$ cat config.mk
export PLATFORM = sky130hd
export DESIGN_NAME = obm_ctrl
export DESIGN_NICKNAME = d
export VERILOG_FILES = /design/src/obm_pkg.sv /design/src/obm_ctrl.sv
export SDC_FILE = /design/constraint.sdc
export NUM_CORES = 1
export LEC_CHECK = 0
export CORE_AREA = 4 4 41 43
export CTS_CLUSTER_DIAMETER = 120
export DETAILED_ROUTE_END_ITERATION = 6
export DIE_AREA = 0 0 45 47
export DONT_BUFFER_PORTS = 1
export PLACE_DENSITY = 0.49
export SLEW_MARGIN = 0
export SYNTH_ARGS = -nofsm -noshare
export SYNTH_HDL_FRONTEND = slang
export SYNTH_SLANG_ARGS = --single-unit
$ cat constraint.sdc
create_clock -name clock -period 1.2 [get_ports clock]
set_clock_uncertainty 0.2 [all_clocks]
set_input_delay 0.24 -clock clock [delete_from_list [all_inputs] [get_ports clock]]
set_output_delay 0.24 -clock clock [all_outputs]
set_load 0.02 [all_outputs]
$ cat src/obm_pkg.sv
// Shared types, codes and constants for the order book matcher.
package obm_pkg;

   localparam int NUM_SYMBOLS_DEF = 16;
   localparam int BOOK_DEPTH_DEF  = 16;
   localparam int CSR_ADDR_W      = 3;

   localparam logic REQ_CANCEL  = 1'b1;
   localparam logic SIDE_BUY    = 1'b0;
   localparam logic KIND_MARKET = 1'b1;
   localparam logic REG_TOL     = 1'b0;
   localparam logic REG_MKT     = 1'b1;

   typedef struct packed {
      logic        req_type;
      logic [3:0]  symbol;
      logic        side;
      logic        order_kind;
      logic [15:0] client;
      logic [31:0] price;
      logic [31:0] quantity;
      logic [31:0] cancel_id;
   } req_item_type;

   typedef struct packed {
      logic [2:0]  report_kind;
      logic [31:0] order_id;
      logic [15:0] client_out;
      logic [3:0]  symbol_out;
      logic [31:0] fill_qty;
      logic [31:0] fill_price;
      logic [31:0] leave_qty;
      logic        last;
   } rsp_item_type;

   typedef struct packed {
      logic [31:0] order_num;
      logic [15:0] client;
      logic [31:0] price;
      logic [31:0] qty;
   } entry_type;

   typedef enum logic [2:0] {
      RPT_ACCEPT    = 3'd0,
      RPT_FILL      = 3'd1,
      RPT_CANCELED  = 3'd2,
      RPT_NOT_FOUND = 3'd3,
      RPT_BOOK_FULL = 3'd4
   } report_kind_type;

   typedef enum logic [2:0] {
      SEL_ACCEPT,
      SEL_BAD_SYM,
      SEL_FILL_IN,
      SEL_FILL_RS,
      SEL_CANCELED,
      SEL_NOT_FOUND,
      SEL_FULL
   } push_sel_type;

   typedef enum logic [2:0] {
      ST_IDLE,
      ST_CHECK,
      ST_READ,
      ST_EVAL,
      ST_FILL_IN,
      ST_FILL_RS,
      ST_REST,
      ST_DONE
   } state_type;

   typedef struct packed {
      logic         cap;
      logic         init_new;
      logic         init_cnx;
      logic         end_pass;
      logic         next_book;
      logic         keep;
      logic         hit;
      logic         trade;
      logic         fill_in;
      logic         fill_rs;
      logic         rest;
      logic         flush;
      logic         push;
      push_sel_type push_sel;
   } cmd_type;

   typedef struct packed {
      logic is_cancel;
      logic sym_bad;
      logic pass_end;
      logic take;
      logic found;
      logic last_book;
      logic rem_nz;
      logic own_full;
   } sts_type;

endpackage

$ cat src/obm_ctrl.sv
// Sequencer for the order book matcher: walks books and orders reports.
module obm_ctrl (
   input  logic            clock,
   input  logic            reset,
   input  logic            start,
   input  obm_pkg::sts_type sts,
   output obm_pkg::cmd_type cmd,
   output logic            busy
);
   import obm_pkg::*;

   state_type state_ff, state_in;

   always_ff @(posedge clock) begin
      if (reset) begin
         state_ff <= ST_IDLE;
      end else begin
         state_ff <= state_in;
      end
   end

   always_comb begin
      state_in = state_ff;
      case (state_ff)
         ST_IDLE: begin
            if (start) state_in = ST_CHECK;
         end
         ST_CHECK: begin
            if (sts.is_cancel) state_in = ST_READ;
            else if (sts.sym_bad) state_in = ST_DONE;
            else state_in = ST_READ;
         end
         ST_READ: begin
            if (!sts.pass_end) state_in = ST_EVAL;
            else if (!sts.is_cancel) state_in = ST_REST;
            else if (sts.found || sts.last_book) state_in = ST_DONE;
            else state_in = ST_READ;
         end
         ST_EVAL: begin
            if (sts.take && !sts.is_cancel) state_in = ST_FILL_IN;
            else state_in = ST_READ;
         end
         ST_FILL_IN: state_in = ST_FILL_RS;
         ST_FILL_RS: state_in = ST_READ;
         ST_REST:    state_in = ST_DONE;
         ST_DONE:    state_in = ST_IDLE;
         default:    state_in = ST_IDLE;
      endcase
   end

   always_comb begin
      cmd = '0;
      cmd.push_sel = SEL_ACCEPT;
      case (state_ff)
         ST_IDLE: begin
            cmd.cap = start;
         end
         ST_CHECK: begin
            if (sts.is_cancel) begin
               cmd.init_cnx = 1'b1;
            end else if (sts.sym_bad) begin
               cmd.push     = 1'b1;
               cmd.push_sel = SEL_BAD_SYM;
            end else begin
               cmd.init_new = 1'b1;
               cmd.push     = 1'b1;
               cmd.push_sel = SEL_ACCEPT;
            end
         end
         ST_READ: begin
            if (sts.pass_end) begin
               cmd.end_pass = 1'b1;
               if (sts.is_cancel && !sts.found) begin
                  if (sts.last_book) begin
                     cmd.push     = 1'b1;
                     cmd.push_sel = SEL_NOT_FOUND;
                  end else begin
                     cmd.next_book = 1'b1;
                  end
               end
            end
         end
         ST_EVAL: begin
            if (!sts.take) begin
               cmd.keep = 1'b1;
            end else if (sts.is_cancel) begin
               cmd.hit      = 1'b1;
               cmd.push     = 1'b1;
               cmd.push_sel = SEL_CANCELED;
            end else begin
               cmd.trade = 1'b1;
            end
         end
         ST_FILL_IN: begin
            cmd.fill_in  = 1'b1;
            cmd.push     = 1'b1;
            cmd.push_sel = SEL_FILL_IN;
         end
         ST_FILL_RS: begin
            cmd.fill_rs  = 1'b1;
            cmd.push     = 1'b1;
            cmd.push_sel = SEL_FILL_RS;
         end
         ST_REST: begin
            cmd.rest = 1'b1;
            if (sts.rem_nz && sts.own_full) begin
               cmd.push     = 1'b1;
               cmd.push_sel = SEL_FULL;
            end
         end
         ST_DONE: begin
            cmd.flush = 1'b1;
         end
         default: cmd = '0;
      endcase
   end

   assign busy = (state_ff != ST_IDLE);

endmodule

After elaboration in Yosys (flattened, before gate mapping)
Index checks and enable logic that the tools add are counted.
{"block": "classes", "eq_ne": 8, "mux": 34, "reduce_logical": 8}
{"operator": "$mux 4", "n": 7}
{"operator": "$mux 3", "n": 8}
{"operator": "$pmux 3 s8", "n": 1}
{"operator": "$pmux 4 s6", "n": 1}
{"operator": "$mux 1", "n": 13}
{"operator": "$eq 3x3->1 const B", "n": 4}
{"operator": "$mux 2", "n": 4}
{"operator": "$eq 3x2->1 const B", "n": 2}
{"operator": "$eq 3x1->1 const B", "n": 1}
{"operator": "$logic_and 1x1->1", "n": 3}
{"operator": "$logic_not 3->1", "n": 1}
{"operator": "$reduce_bool 3->1", "n": 1}
{"operator": "$logic_not 1->1", "n": 2}
{"operator": "$ne 2x2->1 const B", "n": 1}
{"operator": "$logic_or 1x1->1", "n": 1}
{"block": "totals", "regBits": 3, "in_bits": 11, "output_inout_bits": 17}

Logic depth before layout (Yosys ltp)
{"block": "logic_depth", "depth_word": 5, "ltp_mapped": 4, "depth_no_buf": 3}

Worst setup path after synthesis
No wires, ideal clock.
{"block": "synth_path", "path_kind": "register -> output", "from": "reg state_ff[2]", "to": "out cmd[14] (netlist name)", "arrival_ps": 1202, "slack_ps": -442, "path_stages_with_launch": 3, "path_cell_list": "dfxtp_1 > buf_4 > nor4_1"}
{"item": "start, declared", "line": "obm_ctrl.sv:12", "source": "state_type state_ff, state_in;"}
{"item": "start signal, assigned", "line": "obm_ctrl.sv:18", "source": "state_ff <= state_in;"}
{"item": "end, declared", "line": "obm_ctrl.sv:7", "source": "output obm_pkg::cmd_type cmd,"}

==> results.py <==
metrics = {
    "global_routing": {
        "grt_pass1_vias": 575,
        "grt_remaining_overflow": 0,
        "grt_start_max_net_pins": 9,
        "grt.total_usage_pct": 16.82,
        "grt_pass1_wl_um": 2628,
        "antenna_found_initial": 0,
    },
    "sta": {
        "whs_ns": 0.03687,
        "setup_tns_ns": -6.444,
        "slew_headroom_pct": 82.89,
        "period_minus_slack_ns": 1.631,
        "worst_pin_slew_ns": 0.2565,
        "fin_ws_ns": -0.4307,
        "final_max_slew_viol_count": 0,
        "finalCritPeriodShare_pct": 135.9,
        "rsz0062_at_grt": "yes",
        "hold_violations": 0,
        "max_freq_mhz": 613.2,
        "setup_viol_count_final": 19,
    },
    "critical_path": {
        "end_kind": "primary output",
        "critPathMaxFanout": 6,
        "worstSetupStartpointType": "flip-flop",
        "cp.arrival_ns": 1.19,
        "crit_type": "reg2out",
        "required_ns": 0.76,
    },
    "cells_and_area": {
        "seq_area_sq_um": 71.32,
        "syn_to_final_growth_pct": 136.0,
        "drive_gt1_share_pct": 77.91,
        "insertedDiodeCount": 0,
        "fin_nets": 98,
        "largest_reg_flops": 3,
        "regMostFlops": "state_ff",
        "stdcell_count": 101,
        "fin_util_pct": 70.58,
        "reg_top3": "state_ff x3",
        "fillers": 107,
        "finalInstanceArea_sq_um": 918.4,
        "multi_input_comb_area_sq_um": 460.4,
    },
    "logic_synthesis": {
        "netlist_area_sq_um": 389.1,
        "synth_edf_count": 0,
        "ys.flop_type": "dfxtp_1",
        "synth_cell_type_count": 29,
        "synth_warnings": 0,
        "syn_nets": 64,
        "seq_area_frac_synth_pct": 15.43,
        "avgSynthCellArea_sq_um": 7.342,
        "syn_inst": 53,
        "ys_ff_latch": 3,
        "async_flop_share_pct": 0,
    },
    "placed_design": {
        "dp_cells": 85,
        "port_buffers": 0,
        "hpwl_um": 1049,
        "post-place-ws_ns": -0.2159,
        "place_congestion": 0.7797,
        "placed_area_sq_um": 636.9,
    },
    "route": {
        "vias_per_cell": 5.297,
        "ant_nets": 0,
        "dr.pass1.iters": 3,
        "drt_iter0_markers": 3,
        "route.detailed.drc": 0,
        "drt_wl_total_um": 1598,
        "vias": 535,
        "wl_per_cell_um": 15.82,
    },
    "outcome": {
        "failed_checks": "setup timing",
        "status": "complete, but fails checks",
    },
    "run": {
        "drv_cap": 0,
    },
    "die": {
        "die_h_um": 47,
        "start_util_pct": 29.90,
        "die_width_um": 45,
        "coreArea_sq_mm": 0.001301,
        "dieArea_sq_mm": 0.002115,
        "placementRows": 13,
        "io_pins": 28,
    },
    "clock_tree": {
        "clk_latency_ns": 0.24,
        "cts_buffer_depth": 2,
        "cts_inserted_buffers": 3,
        "tritoncts": "done",
        "clock_sinks": 3,
        "clk_transition_reported_paths_ns": 0.04,
        "htree_levels": 1,
        "root_buffer": "clkbuf_4",
    },
    "power": {
        "irDropWorstVdd_uv": 485.3,
        "power_density_mw_per_mm2": 836.5,
        "total_power_uw": 768.2,
        "power_leakage_nw": 0.3815,
    },
    "worst_hold_path": {
        "hold_class": "in2reg",
    },
}
==> Yosys cell counts (2+ instances only) <==
master,count,area (sq um)
o21ai_1,2,10.01
nand3_1,2,10.01
nor2b_1,3,18.77
nor2_1,4,15.01
nand2b_1,3,18.77
inv_1,3,11.26
inv_2,2,7.510
nor3_1,4,20.02
buf_4,2,15.01
a21oi_1,4,20.02
nand4_1,3,18.77
nand3b_1,2,15.01
dfxtp_1,3,60.06
==> routing by layer <==
layer	vias to the layer above	share of wire [%]	wire [um]	GRT usage [%]
met5	-	0	0	0
met4	0	1.2	19	4.094
met3	2	8.4	134	3.831
met2	21	52	836	30.23
met1	248	38	609	20.23
li1	264	-	-	-
==> critical path, stage by stage, from the launching register on <==
cell,delay (ns)
dfxtp_4,0.37
buf_4,0.16
nor4_4,0.25
buf_4,0.18
==> timing repair <==
action | 4_1_cts | 5_1_grt
pin swaps | 11 | 7
buffers inserted | 8 | 3
gates resized for setup | 31 | 9
setup endpoints to repair | 20 | 20
hold buffers | 2 | 0
endpoints found under the hold margin | 3 | 0
==> power by group <==
group	switching [mW]	internal, mW
sequential	0.0242	0.113
combinational	0.215	0.233
clock	0.0582	0.125
total	0.297	0.471
==> cell type report <==
type / instances / area share (%)
multi-input cells: 42 / 50.14
repair buffers: 32 / 34.60
flip-flops and latches: 3 / 7.766
clock buffers: 4 / 2.861
inverters: 5 / 2.589
well taps: 15 / 2.044
==> cell usage in the layout, fill, tap and decap left out, drive strengths merged <==
master and instances:
nand3b 2, nor3 5, dfxtp 3, and4 1, inv 5, nand2b 3, and4b 1, and2 1
a41o 1, mux2 1, or2 1, dlygate4sd3 2, buf 30, a311oi 1, and4bb 1, nand3 2
a21oi 4, nand2 1, o31ai 1, a221oi 1, nor4 1, nor2 5, nand4 3, nor2b 3
o2111ai 1, o21ai 2, clkbuf 4
==> cells by family after synthesis <==
group / Yosys count / share of synthesized area [%]
flip-flops: 3 / 15.43
AND/OR/NAND/NOR: 30 / 49.52
buffers and inverters: 8 / 9.966
AO/OA/AOI/OAI: 11 / 22.19
multiplexers: 1 / 2.894
==> worst paths after layout <==
path / startpoint / to / slack [ns] / cells past startpoint
hold / removal: start / state_ff[0] / 0.04 / 2
setup / recovery: state_ff[2] / cmd[14] / -0.43 / 3
setup reg to reg: state_ff[1] / state_ff[2] / -0.21 / 5
hold reg to reg: state_ff[0] / state_ff[0] / 0.44 / 2
(Power assumes the default switching activity.)
